===== src/hw/rtl/owfom_pkg.sv =====
`timescale 1ns / 1ps
// ----------------------------------------------------------------------------
// owfom_pkg
// Shared types, register indexes and constants of the omni-wheel mixer:
// CORDIC gain and arctangent table, register reset values.
// ----------------------------------------------------------------------------
package owfom_pkg;

   // Register map
   localparam int CSR_INDEX_W = 4;
   localparam logic [CSR_INDEX_W-1:0] REG_RPM_SCALE  = 4'd0;
   localparam logic [CSR_INDEX_W-1:0] REG_ARM_LENGTH = 4'd1;

   localparam logic [31:0] RPM_SCALE_RESET  = 32'd65536;
   localparam logic [15:0] ARM_LENGTH_RESET = 16'd256;

   // CORDIC
   localparam int TRIG_BITS_DEFAULT  = 16;
   localparam int CORDIC_MAX_STAGES  = 24;
   localparam int CORDIC_W           = 33;
   localparam logic signed [CORDIC_W-1:0] CORDIC_GAIN = 33'sd652032874;

   // Wheel sum width: |sum| < 2^41
   localparam int SUM_W = 42;

   typedef struct packed {
      logic signed [15:0] vx;
      logic signed [15:0] vy;
      logic signed [15:0] vw;
   } cmd_type;

   typedef struct packed {
      logic signed [15:0] left;
      logic signed [15:0] front;
      logic signed [15:0] right;
      logic signed [15:0] back;
   } wheels_type;

   typedef logic signed [SUM_W-1:0] sum_type;

   // Arctangent of 2^-i as a fraction of a full turn, 2^32 per turn
   function automatic logic [29:0] atan_turn(input int idx);
      case (idx)
         0:       return 30'd536870912;
         1:       return 30'd316933406;
         2:       return 30'd167458907;
         3:       return 30'd85004756;
         4:       return 30'd42667331;
         5:       return 30'd21354465;
         6:       return 30'd10679838;
         7:       return 30'd5340245;
         8:       return 30'd2670163;
         9:       return 30'd1335087;
         10:      return 30'd667544;
         11:      return 30'd333772;
         12:      return 30'd166886;
         13:      return 30'd83443;
         14:      return 30'd41722;
         15:      return 30'd20861;
         16:      return 30'd10430;
         17:      return 30'd5215;
         18:      return 30'd2608;
         19:      return 30'd1304;
         20:      return 30'd652;
         21:      return 30'd326;
         22:      return 30'd163;
         23:      return 30'd81;
         default: return 30'd0;
      endcase
   endfunction

endpackage


===== src/hw/rtl/owfom_mix.sv =====
`timescale 1ns / 1ps
// ----------------------------------------------------------------------------
// owfom_mix
// Rotates the command into the chassis frame and mixes it into the four
// wheel sums with 15 fraction bits, over four register stages.
// ----------------------------------------------------------------------------
module owfom_mix
   import owfom_pkg::*;
(
   input  logic               clock,
   input  logic               reset,
   input  logic               en,
   input  logic [15:0]        arm_length,
   input  logic               trig_valid,
   input  cmd_type            trig_cmd,
   input  logic signed [16:0] trig_cos,
   input  logic signed [16:0] trig_sin,
   output logic               mix_valid,
   output sum_type            mix_sum [0:3]
);

   logic               v_ff [0:3];

   logic signed [32:0] pxc_ff, pys_ff, pxs_ff, pyc_ff, prot_ff;
   logic signed [32:0] pxc_in, pys_in, pxs_in, pyc_in, prot_in;
   logic signed [33:0] rx_ff, ry_ff;
   logic signed [39:0] rot_a_ff, rot_b_ff;
   logic signed [34:0] sa_ff, sb_ff;
   logic signed [34:0] sa_in, sb_in;
   sum_type            sum_ff [0:3];
   sum_type            rot_x;
   sum_type            sa_x;
   sum_type            sb_x;

   // Products of the rotation and the rotation-rate term
   assign pxc_in  = $signed(trig_cmd.vx) * trig_cos;
   assign pys_in  = $signed(trig_cmd.vy) * trig_sin;
   assign pxs_in  = $signed(trig_cmd.vx) * trig_sin;
   assign pyc_in  = $signed(trig_cmd.vy) * trig_cos;
   assign prot_in = $signed(trig_cmd.vw) * $signed({1'b0, arm_length});

   // Cross sum and difference of the rotated components
   assign sa_in = {rx_ff[33], rx_ff} + {ry_ff[33], ry_ff};
   assign sb_in = {rx_ff[33], rx_ff} - {ry_ff[33], ry_ff};

   assign rot_x = {{(SUM_W-40){rot_b_ff[39]}}, rot_b_ff};
   assign sa_x  = {{(SUM_W-35){sa_ff[34]}}, sa_ff};
   assign sb_x  = {{(SUM_W-35){sb_ff[34]}}, sb_ff};

   // Advance valid bits on enable
   always_ff @(posedge clock) begin
      if (reset) begin
         for (int i = 0; i < 4; i++) v_ff[i] <= 1'b0;
      end else if (en) begin
         v_ff[0] <= trig_valid;
         for (int i = 1; i < 4; i++) v_ff[i] <= v_ff[i-1];
      end
   end

   // Advance payload on enable
   always_ff @(posedge clock) begin
      if (en) begin
         pxc_ff    <= pxc_in;
         pys_ff    <= pys_in;
         pxs_ff    <= pxs_in;
         pyc_ff    <= pyc_in;
         prot_ff   <= prot_in;
         rx_ff     <= {pxc_ff[32], pxc_ff} - {pys_ff[32], pys_ff};
         ry_ff     <= {pxs_ff[32], pxs_ff} + {pyc_ff[32], pyc_ff};
         rot_a_ff  <= {prot_ff, 7'b0000000};
         sa_ff     <= sa_in;
         sb_ff     <= sb_in;
         rot_b_ff  <= rot_a_ff;
         sum_ff[0] <= rot_x + sa_x;
         sum_ff[1] <= rot_x + sb_x;
         sum_ff[2] <= rot_x - sa_x;
         sum_ff[3] <= rot_x - sb_x;
      end
   end

   assign mix_valid = v_ff[3];
   assign mix_sum   = sum_ff;

endmodule


===== config.mk =====
export PLATFORM = sky130hd
export DESIGN_NAME = owfom_mix
export DESIGN_NICKNAME = d
export VERILOG_FILES = /design/src/hw/rtl/owfom_pkg.sv /design/src/hw/rtl/owfom_mix.sv
export SDC_FILE = /design/constraint.sdc
export NUM_CORES = 2
export LEC_CHECK = 0
export BUFFER_PORTS_ARGS = -buffer_cell sky130_fd_sc_hd__buf_2
export CORE_MARGIN = 3
export CORE_UTILIZATION = 44
export CTS_CLUSTER_DIAMETER = 50
export DETAILED_ROUTE_END_ITERATION = 6
export PLACE_DENSITY = 0.6
export SYNTH_ARGS = -nofsm -noshare
export SYNTH_HDL_FRONTEND = slang
export SYNTH_SLANG_ARGS = --single-unit

===== constraint.sdc =====
create_clock -name clock -period 9.4 [get_ports clock]
set_input_delay 0.47 -clock clock [delete_from_list [all_inputs] [get_ports clock]]
set_output_delay 0.47 -clock clock [all_outputs]
set_load 0.05 [all_outputs]

-- After elaboration in Yosys (flattened, before gate mapping)
Memories as Yosys holds them, arrays and structs flattened.
Index checks and enable logic that the tools add are counted.
- register bits: 537
- memory bits (writable): 4
- input port bits: 102
- output and inout port bits: 169
- logic and storage cells: 42
- memories: 1
- add/subtract/negate cells: 8
- multipliers: 5
- multiplexer cells: 9
- bitwise operators: 4
- memories (memory ; depth ; bits a word ; read ports ; clocked after memory_dff ; write ports ; line ; text):
    v_ff ; 4 ; 1 ; 4 ; 0 ; 4 ; owfom_mix.sv:22 ; logic v_ff [0:3];
- operator list (kind ; number):
    16-bit by 17-bit multiplier with 33-bit output ; 5
    40-bit by 35-bit adder with 41-bit output ; 2
    40-bit by 35-bit subtractor with 41-bit output ; 2
    34-bit by 34-bit adder with 35-bit output ; 1
    34-bit by 34-bit subtractor with 35-bit output ; 1
    33-bit by 33-bit adder with 34-bit output ; 1
    33-bit by 33-bit subtractor with 34-bit output ; 1
    1-bit 2-to-1 mux ; 9
    1-bit OR ; 4

-- Logic depth before layout (Yosys ltp)
- depth in word-level cells: 4
- depth in mapped cells: 26
- depth with buffers taken out: 24

-- Worst setup path before layout
OpenSTA, ideal clock, no wires.
- kind: input to register
- start point: in trig_cmd[40] (netlist name)
- end point: reg pxc_ff[31], data pin
- library setup time: 258 ps
- arrival time: 6490 ps
- required time: 9142 ps
- slack: 2652 ps
- stages on the path: 25
- buffers on the path: 2
- cells stage by stage: clkbuf_1 clkbuf_1 nand2_1 fa_1 inv_1 fa_1 inv_1 fa_1 inv_1 fa_1 fa_1 inv_1 fa_1 inv_1 ha_1 and3_4 a221oi_2 o2111ai_1 a2111oi_2 o41ai_1 a41o_1 o31a_1 o21a_1 nor2_2 xnor2_1
- word-level cells in the longest chain between the ends: 1
- ends and longest elaborated chain (item ; line ; text):
    start, declared ; owfom_mix.sv:15 ; input cmd_type trig_cmd,
    16-bit by 17-bit multiplier with 33-bit output ; owfom_mix.sv:36 ; assign pxc_in = $signed(trig_cmd.vx) * trig_cos;
    named net pxc_in[31] ; owfom_mix.sv:25 ; logic signed [32:0] pxc_in, pys_in, pxs_in, pyc_in, prot_in;
    end signal, assigned ; owfom_mix.sv:63 ; pxc_ff <= pxc_in;
    end, declared ; owfom_mix.sv:24 ; logic signed [32:0] pxc_ff, pys_ff, pxs_ff, pyc_ff, prot_ff;
The timed path passes the listed nets, and every way through them passes these cells.
A chain may end at the register's enable or synchronous reset.

-- Final worst setup path
- start point: in trig_cmd[39] (netlist name)
- end point: reg pxc_ff[31], data pin
Same word-level chain as after synthesis.

==> flow_summary.toml <==
[sta]
rsz0062_at_grt = "no"
slew_headroom_pct = 24.8
tightest_slew_ps = 1120
fmax_mhz = 143
hold_violations = 0
skew_ps = 56.7
post-route-period-util_pct = 74.6
drv_slew = 0
min_period_ps = 7010
fin_tns_setup_ps = 0
setup_violations = 0

[drt]
avgViaCountPerCell = 5.20
drt_wl_total_um = 204000
drc = 0
first_pass_iters = 5
wire_per_inst_um = 19.2
postRouteAntennaNets = 0
via_count = 55200
initialDrtViolationCount = 3019

[setup_path]
path_cells = "buf_2, nand2_1, fa_1, inv_1, fa_1, inv_1, fa_1, inv_1, fa_1, fa_1, inv_1, fa_1, inv_1, ha_1, and3_4, a221oi_2, o2111ai_1, a2111oi_2, o41ai_1, a41o_1, o31a_1, o21a_1, nor2_2, xnor2_1"
critPathKind = "input pin to flip-flop"
cpMostUsedCell = "fa_1"
r2r_setup_slack_ps = 5340
cp_slowest_cell = "buf_2"
critPathTopFamily = "adder cells"
arrival_ps = 7410
cp.required_ps = 9800
crit_path_start_kind = "input pin"
cp_max_fo = 34
crit_buf_inv = 6
worstSetupEndpointType = "flip-flop"
cpPeakStageDelay_ps = 610

[cts]
clock_latency_ps = 700
path_clk_slew_ps = 50
cts-buffers-inserted = 80
cts_hold_buf = 1
cts_tree = "done"
cts_resized = 0
h-tree-depth = 3
cts-root-buf = "clkbuf_16"
clock_sinks = 533
clockBufferDepth = 3
cts_setup_buffers = 0

[synth]
netlist_area_um2 = 79500
ys_ff_latch = 533
synthMostInstantiatedCell = "inv_1"
syn-num-nets = 10200
synth_flop_cell = "edfxtp_1"
synth_cell_types = 91
synth_edf_count = 533
synthTopCellsByArea = "fa_1 33%, edfxtp_1 20%, ha_1 11%"
syn-mean-instance-area_um2 = 9.80
synth_common_cells = "1711 x inv_1, 1304 x fa_1, 754 x nand2_1, 726 x ha_1, 656 x and2_1"
yosysWarningCount = 0
synth_top_cell_by_area = "fa_1"
netlist_instances = 8110
ys_seq_area_share_pct = 20.1
netlist.area_leader.share_pct = 32.9
async_reset_ff_share_pct = 0

[placed_design]
post_dp_cell_area_um2 = 82900
hpwl_um = 166000
dp.cells = 10500
routabilityCongestion = 0.890
io_buffers = 270

[floorplanning]
die_h_um = 431
die_area_um2 = 186000
core_area_um2 = 179000
io_pins = 271
die_x_um = 431
rows = 155
start_util_pct = 44.4

[global_route]
antenna_found_initial = 37
grt.total_usage_pct = 22.4
grt_pass1_wl_um = 326000
grt_pass1_vias = 59500
grt-ovfl-total = 0
grt_max_degree = 170

[layout]
drive_gt1_share_pct = 6.07
stdcell_area_um2 = 85700
area_delta_synth_final_pct = 7.80
layout.nets = 10300
final_cells = 10600

[hold_path]
min_path_type = "input pin to flip-flop"

[run_status]
status = "finished, final reports clean"

[run]
maxCapViolations = 0
## routing by layer
| layer | up-vias | part of all wire, % | GRT usage, % |
|---|---|---|---|
| met2 | 1467 | 49 | 39.0 |
| li1 | 25500 | - | - |
| met5 | - | 0.0064 | 0 |
| met4 | 2 | 2.8 | 6.33 |
| met3 | 352 | 5.9 | 3.33 |
| met1 | 27900 | 42 | 29.1 |
## sequential cells by signal (all words and copies together) (netlist names)
signal / count
mix_sum: 161
prot_ff: 33
pxc_ff: 33
pxs_ff: 33
pyc_ff: 33
pys_ff: 33
rot_a_ff: 33
rot_b_ff: 33
rx_ff: 34
ry_ff: 34
sa_ff: 35
sb_ff: 34
v_ff: 4
## area by class of cell
cell class / instances / area (um2)
diodes: 17 / 42.5
clock buffers: 87 / 2030
clock inverters: 59 / 711
fillers: 16700 / 93400
inverters: 1715 / 6440
multi-input cells: 5547 / 55800
flip-flops and latches: 533 / 16000
well taps: 2355 / 2950
repair buffers: 310 / 1690
## kinds of logic after synthesis
logic type                 count (synthesis)  share of synthesized area (%)
AOI/OAI and AO/OA                        993                           8.22
xor gates and xnor gates                 411                           4.53
adders and majority gates               2030                           44.3
buffers and inverters                   2030                           9.63
DFF                                      533                           20.1
muxes                                      2                         0.0252
and+or+nand+nor                         2111                           13.2
## per-stage QoR
step | worst slack, ps | util (%) | hold WS (ps)
2_1_floorplan | 2650 | - | 400
3_3_place_gp | 1770 | 46.3 | 407
3_5_place_dp | 1690 | 46.3 | 405
4_1_cts | 2400 | 47.8 | 89.3
5_1_grt | 1970 | 47.8 | 126
6_report | 2390 | 47.8 | 159
## worst paths after layout
kind                          from                        to  cells after the start
max                   trig_cmd[39]      pxc_ff[31]$_DFFE_PP_                     24
min                          reset  v_ff[0][0]$_SDFFCE_PN0P_                      2
max reg2reg    pys_ff[0]$_DFFE_PP_       rx_ff[26]$_DFFE_PP_                     12
min reg2reg  prot_ff[21]$_DFFE_PP_    rot_a_ff[28]$_DFFE_PP_                      0
## placed cells by master (no fill, tap or decap), types with 65 or more instances in the layout
master and instances:
fa_1 1304, nand2b_1 69, o21bai_1 80, nor2_1 348, o21ai_0 152, nor3_1 65
a21oi_1 327, nand2_1 754, a21o_1 122, ha_1 726, edfxtp_1 533, clkbuf_16 80
xnor2_1 334, and2_1 656, buf_2 269, inv_1 1711, xor2_1 77
Power is not shown: default switching activity piles up to over one toggle a cycle in this logic, so the estimate is an artifact.
