[src/hw/rtl/owfom_pkg.sv]
`timescale 1ns / 1ps
// ----------------------------------------------------------------------------
// owfom_pkg
// Shared types, register indexes and constants of the omni-wheel mixer:
// CORDIC gain and arctangent table, register reset values.
// ----------------------------------------------------------------------------
package owfom_pkg;

   // Register map
   localparam int CSR_INDEX_W = 4;
   localparam logic [CSR_INDEX_W-1:0] REG_RPM_SCALE  = 4'd0;
   localparam logic [CSR_INDEX_W-1:0] REG_ARM_LENGTH = 4'd1;

   localparam logic [31:0] RPM_SCALE_RESET  = 32'd65536;
   localparam logic [15:0] ARM_LENGTH_RESET = 16'd256;

   // CORDIC
   localparam int TRIG_BITS_DEFAULT  = 16;
   localparam int CORDIC_MAX_STAGES  = 24;
   localparam int CORDIC_W           = 33;
   localparam logic signed [CORDIC_W-1:0] CORDIC_GAIN = 33'sd652032874;

   // Wheel sum width: |sum| < 2^41
   localparam int SUM_W = 42;

   typedef struct packed {
      logic signed [15:0] vx;
      logic signed [15:0] vy;
      logic signed [15:0] vw;
   } cmd_type;

   typedef struct packed {
      logic signed [15:0] left;
      logic signed [15:0] front;
      logic signed [15:0] right;
      logic signed [15:0] back;
   } wheels_type;

   typedef logic signed [SUM_W-1:0] sum_type;

   // Arctangent of 2^-i as a fraction of a full turn, 2^32 per turn
   function automatic logic [29:0] atan_turn(input int idx);
      case (idx)
         0:       return 30'd536870912;
         1:       return 30'd316933406;
         2:       return 30'd167458907;
         3:       return 30'd85004756;
         4:       return 30'd42667331;
         5:       return 30'd21354465;
         6:       return 30'd10679838;
         7:       return 30'd5340245;
         8:       return 30'd2670163;
         9:       return 30'd1335087;
         10:      return 30'd667544;
         11:      return 30'd333772;
         12:      return 30'd166886;
         13:      return 30'd83443;
         14:      return 30'd41722;
         15:      return 30'd20861;
         16:      return 30'd10430;
         17:      return 30'd5215;
         18:      return 30'd2608;
         19:      return 30'd1304;
         20:      return 30'd652;
         21:      return 30'd326;
         22:      return 30'd163;
         23:      return 30'd81;
         default: return 30'd0;
      endcase
   endfunction

endpackage

[src/hw/rtl/owfom_if.sv]


interface owfom_rsp_if;
   logic               valid;
   logic               ready;
   logic signed [15:0] wheel_left;
   logic signed [15:0] wheel_front;
   logic signed [15:0] wheel_right;
   logic signed [15:0] wheel_back;

   modport source (output valid, wheel_left, wheel_front, wheel_right, wheel_back,
                   input ready);
   modport sink   (input valid, wheel_left, wheel_front, wheel_right, wheel_back,
                   output ready);
endinterface


[src/hw/rtl/owfom_outbuf.sv]
`timescale 1ns / 1ps
// ----------------------------------------------------------------------------
// owfom_outbuf
// Two-entry result buffer. The pipeline advances whenever the buffer is not
// full, so the enable depends on registered state only.
// ----------------------------------------------------------------------------
module owfom_outbuf
   import owfom_pkg::*;
(
   input  logic       clock,
   input  logic       reset,
   input  logic       push_valid,
   input  wheels_type push_wheels,
   output logic       en,
   owfom_rsp_if.source rsp_bus
);

   wheels_type  mem_ff [0:1];
   logic        wr_ptr_ff;
   logic        rd_ptr_ff;
   logic [1:0]  count_ff;
   logic [1:0]  count_in;
   logic        push;
   logic        pop;

   assign en   = (count_ff != 2'd2);
   assign push = en && push_valid;
   assign pop  = rsp_bus.valid && rsp_bus.ready;

   always_comb begin
      count_in = count_ff;
      if (push && !pop) begin
         count_in = count_ff + 2'd1;
      end else if (pop && !push) begin
         count_in = count_ff - 2'd1;
      end
   end

   // Track pointers and fill level
   always_ff @(posedge clock) begin
      if (reset) begin
         wr_ptr_ff <= 1'b0;
         rd_ptr_ff <= 1'b0;
         count_ff  <= 2'd0;
      end else begin
         if (push) wr_ptr_ff <= ~wr_ptr_ff;
         if (pop)  rd_ptr_ff <= ~rd_ptr_ff;
         count_ff <= count_in;
      end
   end

   // Store a transfer from the pipeline
   always_ff @(posedge clock) begin
      if (push) begin
         mem_ff[wr_ptr_ff] <= push_wheels;
      end
   end

   assign rsp_bus.valid       = (count_ff != 2'd0);
   assign rsp_bus.wheel_left  = mem_ff[rd_ptr_ff].left;
   assign rsp_bus.wheel_front = mem_ff[rd_ptr_ff].front;
   assign rsp_bus.wheel_right = mem_ff[rd_ptr_ff].right;
   assign rsp_bus.wheel_back  = mem_ff[rd_ptr_ff].back;

endmodule

[src/flat_wrapper.sv]
// flat-port wrapper written by rule: the top's interface ports become plain ports
module owfom_outbuf_flat import owfom_pkg::*;
  (clock, reset, push_valid, push_wheels, en, rsp_bus_valid, rsp_bus_wheel_left, rsp_bus_wheel_front, rsp_bus_wheel_right, rsp_bus_wheel_back, rsp_bus_ready);
  owfom_rsp_if rsp_bus_i ();
  input  logic clock;
  input  logic reset;
  input  logic push_valid;
  input  wheels_type push_wheels;
  output logic en;
  output wire logic [$bits(rsp_bus_i.valid)-1:0] rsp_bus_valid;
  output wire logic [$bits(rsp_bus_i.wheel_left)-1:0] rsp_bus_wheel_left;
  output wire logic [$bits(rsp_bus_i.wheel_front)-1:0] rsp_bus_wheel_front;
  output wire logic [$bits(rsp_bus_i.wheel_right)-1:0] rsp_bus_wheel_right;
  output wire logic [$bits(rsp_bus_i.wheel_back)-1:0] rsp_bus_wheel_back;
  input wire logic [$bits(rsp_bus_i.ready)-1:0] rsp_bus_ready;
  assign rsp_bus_valid = rsp_bus_i.valid;
  assign rsp_bus_wheel_left = rsp_bus_i.wheel_left;
  assign rsp_bus_wheel_front = rsp_bus_i.wheel_front;
  assign rsp_bus_wheel_right = rsp_bus_i.wheel_right;
  assign rsp_bus_wheel_back = rsp_bus_i.wheel_back;
  assign rsp_bus_i.ready = rsp_bus_ready;
  owfom_outbuf u_core (.clock(clock), .reset(reset), .push_valid(push_valid), .push_wheels(push_wheels), .en(en), .rsp_bus(rsp_bus_i));
endmodule
[config.mk]
export PLATFORM = sky130hd
export DESIGN_NAME = owfom_outbuf_flat
export DESIGN_NICKNAME = d
export VERILOG_FILES = /design/src/hw/rtl/owfom_pkg.sv /design/src/hw/rtl/owfom_if.sv /design/src/hw/rtl/owfom_outbuf.sv /design/src/flat_wrapper.sv
export SDC_FILE = /design/constraint.sdc
export NUM_CORES = 1
export LEC_CHECK = 0
export ABC_CLOCK_PERIOD_IN_PS = 6700
export BUFFER_PORTS_ARGS = -buffer_cell sky130_fd_sc_hd__buf_2
export CAP_MARGIN = 25
export CORE_MARGIN = 10
export CORE_UTILIZATION = 55
export CTS_BUF_LIST = sky130_fd_sc_hd__clkbuf_8
export DETAILED_ROUTE_END_ITERATION = 10
export PLACE_DENSITY = 0.83
export RECOVER_POWER = 25
export SLEW_MARGIN = 10
export SYNTH_ARGS = -nofsm -noshare
export SYNTH_HDL_FRONTEND = slang
export SYNTH_SLANG_ARGS = --single-unit
[constraint.sdc]
create_clock -name clock -period 6.7 [get_ports clock]
set_clock_uncertainty 0.15 [all_clocks]
set_input_delay 1.675 -clock clock [delete_from_list [all_inputs] [get_ports clock]]
set_output_delay 1.675 -clock clock [all_outputs]
set_load 0.01 [all_outputs]
* Word-level counts from Yosys, hierarchy flattened
Memories as Yosys holds them, arrays and structs flattened. A register that Yosys moved wholly into a read port is not among the register bits.
Index checks and enable logic that the tools add are counted.
** Word-level totals
- Flip-flop bits (word level) :: 4
- RAM bits :: 128
- Input bits :: 68
- Output and inout bits :: 66
- Logic and storage cells :: 23
- Memories kept :: 1
** Memories
- u_core.mem_ff :: depth 2, bits a word 64, rd ports 1, clocked after memory_dff 1, wr ports 1, line owfom_outbuf.sv:18 : wheels_type mem_ff [0:1];
** Operators by class
- Add/sub/neg operators :: 2
- Equal/unequal tests :: 1
- Muxes and demuxes :: 6
- Bitwise gates (word level) :: 2
- Reductions and logical operators :: 8
** Operators with widths (count)
- logical AND 1 bit :: 4
- 2-to-1 mux 1 bit :: 4
- 2-to-1 mux 2 bit :: 2
- nonzero test 2 bit :: 2
- adder 2 x 1 -> 2 bit (second input constant) :: 1
- logical NOT 1 bit :: 2
- != test 2 bit (second input constant) :: 1
- NOT 1 bit :: 2
- subtractor 2 x 1 -> 2 bit (second input constant) :: 1

* Logic depth before layout (Yosys ltp)
- Depth in word-level cells :: 6
- Depth in mapped cells :: 6
- Gate-level depth less buffers :: 6

* Worst setup path before layout
OpenSTA, ideal clock, no wires.
- Path type :: input-to-reg
- Start point :: in push_valid
- End point :: mem u_core.mem_ff[1][0] (netlist name) (enable)
- Library setup time :: 0.429 ns
- Arrival time :: 3.230 ns
- Required time :: 6.121 ns
- Setup slack :: 2.891 ns
- Stages on the path :: 1
- Buffers on the path :: 0
- Path through :: and3_1
** Between the ends
- Cells in the longest elaborated chain, start to end :: 3
** Ends and longest elaborated chain
- from (decl) :: line flat_wrapper.sv:7 : input logic push_valid;
- logical AND 1 bit :: line owfom_outbuf.sv:27 : assign push = en && push_valid;
- 2-to-1 mux 1 bit :: line owfom_outbuf.sv:54 : if (push) begin
- 2-to-1 mux 1 bit (implied by the code) :: line owfom_outbuf.sv:55 : mem_ff[wr_ptr_ff] <= push_wheels;
- to (decl) :: line owfom_outbuf.sv:18
No other way between the ends.

==> summary.md <==
| Metric | Value |
|---|---|
| Status | completed |
| Via density | 5.03 |
| Mapped Area | 4840 µm² |
| Data required time at the worst endpoint | 4.88 ns |
| Syn Nets | 292 |
| Crit-path max FO | 64 |
| Vias in the first global route | 2767 |
| Hold_buf cts | 0 |
| Clock Tree Buf Depth | 2 |
| P per Cell Area | 380 nW/µm² |
| Number of clock sinks | 133 |
| Mapped Cells | 223 |
| Gr usage total | 13.8% |
| Vias | 2473 |
| Post-DP HPWL | 6.15 mm |
| Worst reg2reg startpoint | u_core.count_ff[0] |
| Worst-path clk slew | 0.07 ns |
| FMAX | 264 MHz |
| Final min period | 3.79 ns |
| Synth top area cells | edfxtp_1, mux2_2, dfxtp_1 |
| Yosys top cell by area | edfxtp_1 |
| Yosys reg bits | 133 |
| Slew @ Worst Pin | 0.832 ns |
| Distinct cells, synth | 18 |
| Number of synthesized flops with an enable pin | 128 |
| CTS tree | yes |
| Top_reg_cell synth | edfxtp_1 |
| First-pass GRT wire length | 13.8 mm |
| Root Driver | clkbuf_8 |
| Max-cap violations | 0 |
| RSZ-0062 raised after global routing | no |
| Sum Neg Setup Slack | 0 ns |
| Area grow syn2layout | 24.5% |
| CTS Buf Count | 17 |
| Average cell area after synthesis | 21.7 µm² |
| Initial DRC count | 87 |
| Rows | 34 |
| # diodes | 0 |
| CP arrival | 1.97 ns |
| Final setup vio count | 0 |
| Grt ovf | 0 |
| Slew margin rel. | 44.6% |
| Syn. warnings | 0 |
| Antenna violations before repair | 0 |
| Final ANT Viol Nets | 0 |
| Routability Congestion | 0.690 |
| Final core occ | 69.7% |
| Hold path start | u_core.rd_ptr_ff |
| WL final | 9.03 mm |
| Total setup buffers inserted after CTS | 0 |
| CP Class | reg2out |
| Share of the synthesized area in the top cell type | 79.5% |
| WHS Path Cells | 2 |
| Skew-Pair Late Insertion Delay | 0.40 ns |
| R2R Setup Slk | 4.40 ns |
| Final Max Slew Viols | 0 |
| Fin. Hold Viols | 0 |
| Worst hold slack | 0.368 ns |
| Asr flop ratio synth | 0% |
| Die height | 114 µm |
| CORE AREA | 8640 µm² |
| Fill cells | 595 |
| Startpoint types | flip-flop |
| Register area share after synthesis | 81.5% |
| Die Footprint | 12900 µm² |
| Pre-Repair DR Iteration Count | 4 |
| Max VDD drop | 0.227 mV |
| Worst R2R Path Depth | 3 |
| Starting density of the core | 56.0% |
| Final worst path period share | 56.6% |
| Crit. End Element | primary output |
| Die Width | 114 µm |
| Dpl ws | 3.21 ns |
| Routed len/inst | 18.3 µm |
| Pin count of the biggest net entering global routing | 65 |
| PnR worst setup slack | 2.91 ns |
| Leak | 2.24 nW |
| R2r endpoint | u_core.mem_ff[1][23] |
| Worst Hold Class | reg2reg |
| IO Count | 134 |
| Number of remaining DRC errors | 0 |
| Cells resized by post-CTS repair | 0 |
| H-tree levels | 4 |
| Nets | 440 |
| Layout cells sized above 1 | 57.3% |
| Input/output buffers | 133 |
placed cells by master (no fill, tap or decap), types with 2 or more instances in the layout:
cell type / n
buf_4: 3
clkbuf_1: 13
inv_1: 3
a21oi_1: 2
dfxtp_1: 4
bufinv_16: 4
clkinvlp_4: 4
buf_2: 120
nor2_1: 3
o21ai_0: 2
edfxtp_1: 128
mux2_2: 64
clkbuf_8: 17
clkinv_4: 3
xor2_1: 3
final cells by class:
type / count / area [µm²] / share of cell area (%)
clock buffer: 17 / 234 / 3.89
clock inverter: 15 / 191 / 3.18
inverter: 1 / 3.75 / 0.0623
multi-input combinational: 82 / 841 / 14.0
sequential: 133 / 3950 / 65.5
tap: 108 / 135 / 2.24
timing repair buffer: 136 / 672 / 11.2
sequential cells by signal, indices dropped and copies added, names as in the netlist, named ones only:
| name | cells |
|---|---|
| u_core.count_ff | 2 |
| u_core.mem_ff | 128 |
| u_core.rd_ptr_ff | 1 |
| u_core.wr_ptr_ff | 1 |
per-stage QoR:
stage	instance area (µm²)	total power, mW	instances
floorplan	4840	1.43	223
global placement	5610	1.62	460
detailed placement	5610	1.63	460
CTS	6040	2.32	492
global route	6020	2.40	492
finish	6020	2.29	492
power breakdown:
group	internal, mW	switching, mW
Sequential	1.04	0.0269
Clock	0.401	0.284
Combinational	0.247	0.290
Total	1.69	0.601
cells by family after synthesis:
family	synth area share, %
DFF	81.5
muxes	14.9
and+or+nand+nor	1.04
buffers and inverters	1.11
AOI/OAI and AO/OA	0.621
xor gates and xnor gates	0.543
adders and majority gates	0.259
per-layer routing:
| layer | track usage, % | wire [µm] |
|---|---|---|
| met2 | 23.3 | 4690 |
| met3 | 8.24 | 968 |
| met1 | 13.9 | 3340 |
| met4 | 4.51 | 24 |
| met5 | 0 | 0 |
critical path, stage by stage (launching register included):
cell     delay, ns
dfxtp_2       0.31
buf_4         0.64
mux2_2        0.43
buf_2         0.14
cell usage after synthesis, types with 2 or more instances:
| cell | instances |
|---|---|
| edfxtp_1 | 128 |
| mux2_2 | 64 |
| buf_4 | 6 |
| dfxtp_1 | 5 |
| nor2_1 | 3 |
| xor2_1 | 3 |
| a21oi_1 | 2 |
| o21ai_0 | 2 |
how the worst max path moves through the flow:
stage / slack [ns] / endpoint / from / depth (start not counted)
2_1_floorplan: 2.89 / u_core.mem_ff[1][0] / push_valid / 1
3_3_place_gp: 3.26 / u_core.mem_ff[1][18] / push_valid / 3
3_5_place_dp: 3.21 / u_core.mem_ff[1][56] / push_valid / 3
4_1_cts: 2.86 / rsp_bus_wheel_right[8] / flip-flop / 3
5_1_grt: 2.81 / rsp_bus_wheel_front[13] / flip-flop / 3
6_report: 2.91 / rsp_bus_wheel_front[13] / flip-flop / 3
Power figures use the tool's default switching activity.
