File: src/hw/rtl/owfom_pkg.sv
`timescale 1ns / 1ps
// ----------------------------------------------------------------------------
// owfom_pkg
// Shared types, register indexes and constants of the omni-wheel mixer:
// CORDIC gain and arctangent table, register reset values.
// ----------------------------------------------------------------------------
package owfom_pkg;

   // Register map
   localparam int CSR_INDEX_W = 4;
   localparam logic [CSR_INDEX_W-1:0] REG_RPM_SCALE  = 4'd0;
   localparam logic [CSR_INDEX_W-1:0] REG_ARM_LENGTH = 4'd1;

   localparam logic [31:0] RPM_SCALE_RESET  = 32'd65536;
   localparam logic [15:0] ARM_LENGTH_RESET = 16'd256;

   // CORDIC
   localparam int TRIG_BITS_DEFAULT  = 16;
   localparam int CORDIC_MAX_STAGES  = 24;
   localparam int CORDIC_W           = 33;
   localparam logic signed [CORDIC_W-1:0] CORDIC_GAIN = 33'sd652032874;

   // Wheel sum width: |sum| < 2^41
   localparam int SUM_W = 42;

   typedef struct packed {
      logic signed [15:0] vx;
      logic signed [15:0] vy;
      logic signed [15:0] vw;
   } cmd_type;

   typedef struct packed {
      logic signed [15:0] left;
      logic signed [15:0] front;
      logic signed [15:0] right;
      logic signed [15:0] back;
   } wheels_type;

   typedef logic signed [SUM_W-1:0] sum_type;

   // Arctangent of 2^-i as a fraction of a full turn, 2^32 per turn
   function automatic logic [29:0] atan_turn(input int idx);
      case (idx)
         0:       return 30'd536870912;
         1:       return 30'd316933406;
         2:       return 30'd167458907;
         3:       return 30'd85004756;
         4:       return 30'd42667331;
         5:       return 30'd21354465;
         6:       return 30'd10679838;
         7:       return 30'd5340245;
         8:       return 30'd2670163;
         9:       return 30'd1335087;
         10:      return 30'd667544;
         11:      return 30'd333772;
         12:      return 30'd166886;
         13:      return 30'd83443;
         14:      return 30'd41722;
         15:      return 30'd20861;
         16:      return 30'd10430;
         17:      return 30'd5215;
         18:      return 30'd2608;
         19:      return 30'd1304;
         20:      return 30'd652;
         21:      return 30'd326;
         22:      return 30'd163;
         23:      return 30'd81;
         default: return 30'd0;
      endcase
   endfunction

endpackage

File: src/hw/rtl/owfom_if.sv
`timescale 1ns / 1ps
// ----------------------------------------------------------------------------
// owfom_if
// Valid/ready channels of the mixer: velocity command in, wheel speeds out,
// and the register write channel.
// ----------------------------------------------------------------------------
interface owfom_req_if;
   logic               valid;
   logic               ready;
   logic signed [15:0] target_vx;
   logic signed [15:0] target_vy;
   logic signed [15:0] target_vw;
   logic        [15:0] heading;

   modport source (output valid, target_vx, target_vy, target_vw, heading, input ready);
   modport sink   (input valid, target_vx, target_vy, target_vw, heading, output ready);
endinterface


File: src/hw/rtl/owfom_cordic.sv
`timescale 1ns / 1ps
// ----------------------------------------------------------------------------
// owfom_cordic
// Input register, one pipeline stage per CORDIC rotation and a rounding
// stage that yields cosine and sine in Q1.15 for the command's heading.
// ----------------------------------------------------------------------------
module owfom_cordic
   import owfom_pkg::*;
#(
   parameter int TRIG_BITS = TRIG_BITS_DEFAULT
) (
   input  logic               clock,
   input  logic               reset,
   input  logic               en,
   owfom_req_if.sink          req_bus,
   output logic               trig_valid,
   output cmd_type            trig_cmd,
   output logic signed [16:0] trig_cos,
   output logic signed [16:0] trig_sin
);

   localparam int NS = (TRIG_BITS < CORDIC_MAX_STAGES) ? TRIG_BITS : CORDIC_MAX_STAGES;

   logic                       v_ff    [0:NS];
   logic                       flip_ff [0:NS];
   cmd_type                    cmd_ff  [0:NS];
   logic signed [CORDIC_W-1:0] x_ff    [0:NS];
   logic signed [CORDIC_W-1:0] y_ff    [0:NS];
   logic signed [CORDIC_W-1:0] z_ff    [0:NS];
   logic signed [CORDIC_W-1:0] x_in    [1:NS];
   logic signed [CORDIC_W-1:0] y_in    [1:NS];
   logic signed [CORDIC_W-1:0] z_in    [1:NS];

   logic                       flip0_in;
   logic [15:0]                head_adj;
   logic signed [CORDIC_W-1:0] z0_in;

   logic                       rnd_v_ff;
   cmd_type                    rnd_cmd_ff;
   logic signed [16:0]         cos_ff;
   logic signed [16:0]         sin_ff;
   logic signed [16:0]         cos_in;
   logic signed [16:0]         sin_in;

   // Fold the heading into the right half plane; reflected angles negate later
   assign req_bus.ready = en;
   assign flip0_in = (req_bus.heading > 16'h4000) && (req_bus.heading < 16'hC000);
   assign head_adj = flip0_in ? (req_bus.heading - 16'h8000) : req_bus.heading;
   assign z0_in    = $signed({head_adj[15], head_adj, 16'h0000});

   // Rotation step i: shift by i, steer by the sign of the residual angle
   always_comb begin
      for (int i = 0; i < NS; i++) begin
         if (!z_ff[i][CORDIC_W-1]) begin
            x_in[i+1] = x_ff[i] - (y_ff[i] >>> i);
            y_in[i+1] = y_ff[i] + (x_ff[i] >>> i);
            z_in[i+1] = z_ff[i] - $signed({3'b000, atan_turn(i)});
         end else begin
            x_in[i+1] = x_ff[i] + (y_ff[i] >>> i);
            y_in[i+1] = y_ff[i] - (x_ff[i] >>> i);
            z_in[i+1] = z_ff[i] + $signed({3'b000, atan_turn(i)});
         end
      end
   end

   // Advance valid bits on enable
   always_ff @(posedge clock) begin
      if (reset) begin
         for (int i = 0; i <= NS; i++) v_ff[i] <= 1'b0;
         rnd_v_ff <= 1'b0;
      end else if (en) begin
         v_ff[0] <= req_bus.valid;
         for (int i = 1; i <= NS; i++) v_ff[i] <= v_ff[i-1];
         rnd_v_ff <= v_ff[NS];
      end
   end

   // Advance payload on enable
   always_ff @(posedge clock) begin
      if (en) begin
         cmd_ff[0]  <= '{vx: req_bus.target_vx, vy: req_bus.target_vy,
                         vw: req_bus.target_vw};
         flip_ff[0] <= flip0_in;
         x_ff[0]    <= CORDIC_GAIN;
         y_ff[0]    <= '0;
         z_ff[0]    <= z0_in;
         for (int i = 1; i <= NS; i++) begin
            cmd_ff[i]  <= cmd_ff[i-1];
            flip_ff[i] <= flip_ff[i-1];
            x_ff[i]    <= x_in[i];
            y_ff[i]    <= y_in[i];
            z_ff[i]    <= z_in[i];
         end
         rnd_cmd_ff <= cmd_ff[NS];
         cos_ff     <= cos_in;
         sin_ff     <= sin_in;
      end
   end

   // Round Q2.30 to Q1.15, clamp, undo the reflection
   always_comb begin
      logic signed [CORDIC_W-1:0] xr;
      logic signed [CORDIC_W-1:0] yr;
      logic signed [15:0]         xc;
      logic signed [15:0]         yc;
      xr = (x_ff[NS] + 33'sd16384) >>> 15;
      yr = (y_ff[NS] + 33'sd16384) >>> 15;
      if (xr[CORDIC_W-1:15] == '0 || xr[CORDIC_W-1:15] == '1) begin
         xc = xr[15:0];
      end else begin
         xc = xr[CORDIC_W-1] ? 16'sh8000 : 16'sh7FFF;
      end
      if (yr[CORDIC_W-1:15] == '0 || yr[CORDIC_W-1:15] == '1) begin
         yc = yr[15:0];
      end else begin
         yc = yr[CORDIC_W-1] ? 16'sh8000 : 16'sh7FFF;
      end
      cos_in = flip_ff[NS] ? -{xc[15], xc} : {xc[15], xc};
      sin_in = flip_ff[NS] ? -{yc[15], yc} : {yc[15], yc};
   end

   assign trig_valid = rnd_v_ff;
   assign trig_cmd   = rnd_cmd_ff;
   assign trig_cos   = cos_ff;
   assign trig_sin   = sin_ff;

endmodule

File: src/flat_wrapper.sv
// flat-port wrapper written by rule: the top's interface ports become plain ports
module owfom_cordic_flat import owfom_pkg::*;
#(
   parameter int TRIG_BITS = TRIG_BITS_DEFAULT
)
  (clock, reset, en, trig_valid, trig_cmd, trig_cos, trig_sin, req_bus_valid, req_bus_target_vx, req_bus_target_vy, req_bus_target_vw, req_bus_heading, req_bus_ready);
  owfom_req_if req_bus_i ();
  input  logic clock;
  input  logic reset;
  input  logic en;
  output logic trig_valid;
  output cmd_type trig_cmd;
  output logic signed [16:0] trig_cos;
  output logic signed [16:0] trig_sin;
  input wire logic [$bits(req_bus_i.valid)-1:0] req_bus_valid;
  input wire logic [$bits(req_bus_i.target_vx)-1:0] req_bus_target_vx;
  input wire logic [$bits(req_bus_i.target_vy)-1:0] req_bus_target_vy;
  input wire logic [$bits(req_bus_i.target_vw)-1:0] req_bus_target_vw;
  input wire logic [$bits(req_bus_i.heading)-1:0] req_bus_heading;
  output wire logic [$bits(req_bus_i.ready)-1:0] req_bus_ready;
  assign req_bus_i.valid = req_bus_valid;
  assign req_bus_i.target_vx = req_bus_target_vx;
  assign req_bus_i.target_vy = req_bus_target_vy;
  assign req_bus_i.target_vw = req_bus_target_vw;
  assign req_bus_i.heading = req_bus_heading;
  assign req_bus_ready = req_bus_i.ready;
  owfom_cordic #(.TRIG_BITS(TRIG_BITS)) u_core (.clock(clock), .reset(reset), .en(en), .req_bus(req_bus_i), .trig_valid(trig_valid), .trig_cmd(trig_cmd), .trig_cos(trig_cos), .trig_sin(trig_sin));
endmodule
File: config.mk
export PLATFORM = sky130hd
export DESIGN_NAME = owfom_cordic_flat
export DESIGN_NICKNAME = d
export VERILOG_FILES = /design/src/hw/rtl/owfom_pkg.sv /design/src/hw/rtl/owfom_if.sv /design/src/hw/rtl/owfom_cordic.sv /design/src/flat_wrapper.sv
export SDC_FILE = /design/constraint.sdc
export NUM_CORES = 2
export LEC_CHECK = 0
export ABC_AREA = 0
export BUFFER_PORTS_ARGS = -buffer_cell sky130_fd_sc_hd__clkbuf_2
export CAP_MARGIN = 25
export CELL_PAD_IN_SITES_DETAIL_PLACEMENT = 2
export CELL_PAD_IN_SITES_GLOBAL_PLACEMENT = 2
export CORE_AREA = 5 5 680 547
export DETAILED_ROUTE_END_ITERATION = 16
export DIE_AREA = 0 0 685 552
export PLACE_DENSITY = 0.86
export RECOVER_POWER = 25
export SKIP_LAST_GASP = 1
export SLEW_MARGIN = 5
export SYNTH_ARGS = -nofsm -noshare
export SYNTH_HDL_FRONTEND = slang
export SYNTH_SLANG_ARGS = --single-unit
File: constraint.sdc
create_clock -name clock -period 5 [get_ports clock]
set_clock_uncertainty 0.05 [all_clocks]
set_input_delay 0.5 -clock clock [delete_from_list [all_inputs] [get_ports clock]]
set_output_delay 0.5 -clock clock [all_outputs]
set_load 0.01 [all_outputs]
==> results of run 1 <==
==> Yosys cell counts (19+ instances only) <==
| cell type | count | area, um^2 |
|---|---|---|
| o21ai_0 | 537 | 2690 |
| a221oi_1 | 22 | 193 |
| nand2_1 | 545 | 2050 |
| or3_1 | 65 | 407 |
| o211ai_1 | 43 | 323 |
| or4_1 | 34 | 255 |
| o21a_1 | 212 | 1590 |
| o31a_1 | 28 | 245 |
| clkbuf_1 | 168 | 631 |
| a21o_1 | 638 | 4790 |
| o31ai_1 | 56 | 420 |
| and3_1 | 139 | 870 |
| nand4_1 | 96 | 601 |
| xnor2_1 | 1164 | 10200 |
| a21boi_0 | 21 | 158 |
| a41oi_1 | 21 | 184 |
| a2111oi_0 | 21 | 184 |
| nand2b_1 | 172 | 1080 |
| a211o_1 | 34 | 298 |
| and2_1 | 96 | 601 |
| or2_2 | 29 | 181 |
| o41ai_1 | 32 | 280 |
| ha_1 | 1351 | 16900 |
| and4_1 | 32 | 280 |
| nor3b_1 | 42 | 315 |
| nor2_1 | 1092 | 4100 |
| nor4_1 | 108 | 676 |
| a21oi_1 | 1408 | 7050 |
| o21bai_1 | 156 | 1170 |
| a211oi_1 | 103 | 773 |
| mux2_2 | 47 | 529 |
| xor2_1 | 618 | 5410 |
| o2111ai_1 | 19 | 166 |
| a221o_1 | 29 | 290 |
| a31oi_1 | 137 | 857 |
| buf_1 | 29 | 109 |
| a311oi_1 | 20 | 175 |
| nor2b_1 | 179 | 1120 |
| nor3_1 | 327 | 1640 |
| nand3_1 | 201 | 1010 |
| mux2i_1 | 64 | 641 |
| fa_1 | 40 | 801 |
| inv_1 | 457 | 1720 |
| edfxtp_1 | 2305 | 69200 |
==> cells by family after synthesis <==
logic type	after synthesis
AND/OR/NAND/NOR	3210
buffers and inverters	661
flip-flops	2306
XOR/XNOR	1782
adder cells (fa/ha/maj)	1391
multiplexers	111
AO/OA/AOI/OAI	3688
==> stage by stage <==
stage	hold slack (ns)	TNS [ns]	instance area, um^2
3_5_place_dp	0.355	-5.29	154000
3_3_place_gp	0.350	0	154000
2_1_floorplan	0.350	0	145000
==> results.md, run 1 <==
- Postcts setup bufs: 45
- CTS buffer count: 267
- Syn Area/Cell: 11.0 um^2
- Adder and majority gate portion of the synthesized area: 12.2%
- Compound-gate portion of the synthesized area: around 16%
- H-Tree Depth: 5
- YS warnings: 0
- Post-synthesis mux area share: less than 1%
- Die Y: approximately 550 um
- Clock buffer depth: 4
- Clock Sink Count: between 2k and 2.5k
- Port bufs: 151
- Register bit total from synthesis: between 2k and 2.5k
- Largest family of logic cells by synthesized area: compound AO/OA/AOI/OAI gates
- Clock root buffer: clkbuf_16
- Syn nets: 14.6k
- Dpl hpwl: slightly above 400 mm
- Row count: between 150 and 200
- Error: [ERROR DPL-0033] detailed placement checks failed during check placement.
- Starting Density: approximately two fifths
- Ys async rst share: 0%
- Post-Synth Simple-Gate Area: approximately 11%
- Ys flop type: edfxtp_1
- Placed Cells incl. Taps: around 18k
- Netlist cell types: 86
- Ports: between 150 and 200
- Synth Area in XOR/XNOR: 10.8%
- Die W: slightly below 700 um
- EDFF count, synth: around 2.3k
- Gpl congestion: approximately 0.87
- Setup slack after placement: -0.686 ns
- Post-Syn Area: between 100000 and 150000 um^2
- Stopping stage: 4_1_cts
- Seq/Total Area, Yosys: a little under half
- Hold buffer count at cts: 65
- Outcome: did not finish
- PostCTS Resize Cnt: approximately 200
- Post-Syn Instances: 13.1k
==> run 2: changes to the inputs <==
- CELL_PAD_IN_SITES_DETAIL_PLACEMENT: 2 -> default
- CELL_PAD_IN_SITES_GLOBAL_PLACEMENT: 2 -> default
- CORE_AREA: 5 5 680 547 -> 5 5 609 611
- DIE_AREA: 0 0 685 552 -> 0 0 614 616
- PLACE_DENSITY: 0.86 -> default
- PLACE_DENSITY_LB_ADDON: default -> 0.15
- clock period: 5 -> 6.5 ns (I/O delays scaled with it)
==> run 2 against run 1 <==
The flow now finishes, with violations (capacitance limit, slew limit). Synthesized cell count is the same. Synthesized area is the same.
==> results.md, run 2 <==
- Worst path cell trace: clkbuf_2 -> clkbuf_1 -> buf_4
- Critical-path top delay cell: clkbuf_2
- GR Overflow Total: 0
- Port bufs: roughly 150
- Die W: between 600 and 700 um
- Final #Nets: around 15k
- Syn Area/Cell: 11.0 um^2
- Worst Tran Pin Value: 3.37 ns
- Final WL: approximately 330 mm
- Synth area leaders: edfxtp_1, ha_1, xnor2_1
- Worst Path Buf+Inv: 3
- Min-Delay Path Class: input pin to flip-flop
- Area of the core: between 300000 and 400000 um^2
- Die Y: roughly 600 um
- Clk_lat worst skew: between 0.9 and 1 ns
- Area of the multi-input gates: between 70000 and 80000 um^2
- Setup TNS: 0 ns
- Register bit total from synthesis: approximately 2.3k
- Initial DRC Count: a little over 6k
- Tmin final: between 5 and 6 ns
- Max-slew violation count: between 200 and 250
- DRC Markers: 0
- Total number of vias: just under 100k
- Outcome: finished, violations left
- Die footprint: around 380000 um^2
- Hold-critical path depth: 3
- Antenna Violating Nets Remaining: 0
- EDFF count, synth: roughly 2.3k
- Drt via density: 5.29
- Commonest non-fill, non-tap cell in the layout: edfxtp_1
- Area grow syn2layout: 11.5%
- Max-cap viol count: 3
- Crit path capture type: flip-flop
- Drt wl/cell: around 18 um
- # setup viols final: 0
- WHS Endpoint: u_core.flip_ff[0][0]
- R2R Path Start: u_core.x_ff[0][172]
- Postcts setup bufs: 0
- Antenna violations before repair: 1
- Crit path DAT: 5.93 ns
- Post-Syn Area: 145000 um^2
- Startpoint types: input pin
- Seq/Total Area, Yosys: between 40% and 50%
- Largest regs: u_core.cmd_ff (816), u_core.y_ff (482), u_core.x_ff (456)
- Hold slack: around 0.24 ns
- Clock Sink Count: 2306
- Netlist cell types: between 80 and 90
- Crit path max fanout: between 100 and 150
- Row count: roughly 220
- Max FFs per register: between 800 and 900
- GR Util All Layers: ~17%
- H-Tree Depth: 5
- Tcrit/Tclk final: about 84%
- Hold_sp: req_bus_heading[15]
- Most frequent cell after synthesis: edfxtp_1
- Post-Syn Instances: between 10k and 15k
- Rel. slew slack: -125%
- Largest register by flop count: u_core.cmd_ff
- Post-synth top area cell: edfxtp_1
- Gpl congestion: around 0.88
- CP delay by family, top: buffers and inverters
- Clk slew on worst S/H paths: 0.06 ns
- Reg2reg path depth: 17
- Synth top cells by count: edfxtp_1, a21oi_1, ha_1
- Crit path largest cell delay: about 2.2 ns
- Ys async rst share: 0%
- Dpl hpwl: roughly 250 mm
- Worst setup path category: input pin to flip-flop
- Ys flop type: edfxtp_1
- Largest net degree at the start of global routing: approximately 160
- First-pass DRT Iterations: 6
- Final hold violation count: 0
- YS warnings: 0
- Max Clk Rate: roughly 180 MHz
- First-pass GRT wire length: ~530 mm
- Worst EP required: roughly 7 ns
- Clock buffer depth: 4
- TritonCTS clock tree: done
- Commonest non-fill, non-tap cells in the layout: edfxtp_1, a21oi_1, ha_1
- Sequential Area: a little under 70000 um^2
- Clock root buffer: clkbuf_16
- Vias in the first global route: approximately 96k
- Top-area cell type share of the netlist area: a little under half
- CTS buffer count: 281
- Starting Density: approximately two fifths
- FF-to-FF setup slack: around 1.1 ns
- Filler instances: about 34k
- R2r endpoint: u_core.y_ff[1][97]
- Proportion of layout cells with a drive suffix above 1: between 5 and 6%
- Ports: between 150 and 200
- Failing checks: capacitance limit, slew limit
- RSZ-0062 raised after global routing: no
- Syn nets: ~15k
## run 2: tightest hold or removal path, stage by stage
cell and delay [ns]:
clkbuf_2 0.10, xnor2_1 0.11, a41oi_1 0.10
## run 2: logic make-up (layout without fill, tap and decap cells)
| logic type | after synthesis | after routing | share of synthesized area, % |
|---|---|---|---|
| AO/OA/AOI/OAI | 3688 | 3688 | 16.0 |
| flip-flops | 2306 | 2306 | 47.7 |
| other | 0 | 2 | 0 |
| XOR/XNOR | 1782 | 1782 | 10.8 |
| multiplexers | 111 | 111 | 0.807 |
| AND/OR/NAND/NOR | 3210 | 3210 | 10.8 |
| buffers and inverters | 661 | 1274 | 1.72 |
| adder cells (fa/ha/maj) | 1391 | 1391 | 12.2 |
## run 2: metrics by stage
step / setup WS, ns / instances / instance area [um^2] / util, %
floorplan: 1.49 / 13100 / 145000 / -
global placement: 1.11 / 18000 / 152000 / 41.7
detailed placement: 1.10 / 18000 / 152000 / 41.7
CTS: 1.08 / 18600 / 162000 / 44.4
global route: 0.502 / 18600 / 162000 / 44.4
finish: 1.05 / 18600 / 162000 / 44.4
## run 2: how the worst max path moves through the flow
| stage | startpoint | end | slack (ns) | depth (start not counted) |
|---|---|---|---|---|
| 5_1_grt | en | u_core.y_ff[3][85] | 0.50 | 3 |
| 6_report | en | u_core.y_ff[3][96] | 1.05 | 3 |
| 3_3_place_gp | u_core.z_ff[0][362] | u_core.z_ff[0][395] | 1.11 | 13 |
| 2_1_floorplan | u_core.z_ff[0][98] | u_core.y_ff[0][128] | 1.49 | 17 |
| 4_1_cts | u_core.z_ff[0][362] | u_core.z_ff[0][395] | 1.08 | 13 |
| 3_5_place_dp | u_core.z_ff[0][362] | u_core.z_ff[0][395] | 1.10 | 13 |
## run 2: repair_timing
item / 4_1_cts / 5_1_grt
hold buffers: 65 / 0
endpoints found under the hold margin: 65 / 0
gates resized for setup: 0 / 0
## run 2: area by class of cell
class	count	area share, %
timing repair buffer	320	1.44
antenna	2	0.00310
inverter	460	1.07
multi-input combinational	10200	45.3
tap	4816	3.73
clock inverter	167	1.08
sequential	2306	42.8
clock buffer	327	4.51
## run 2: routing by layer
layer	GRT usage [%]	vias to the layer above	routed length [um]	share of wire, %
met5	0	-	0	0
met4	4.65	0	9010	2.7
met3	1.74	474	9790	2.9
met2	30.4	1373	164000	49
met1	22.2	46400	150000	45
li1	-	50100	-	-
Power of run 2 is not shown: default switching activity piles up to over one toggle a cycle in this logic, so the estimate is an artifact.
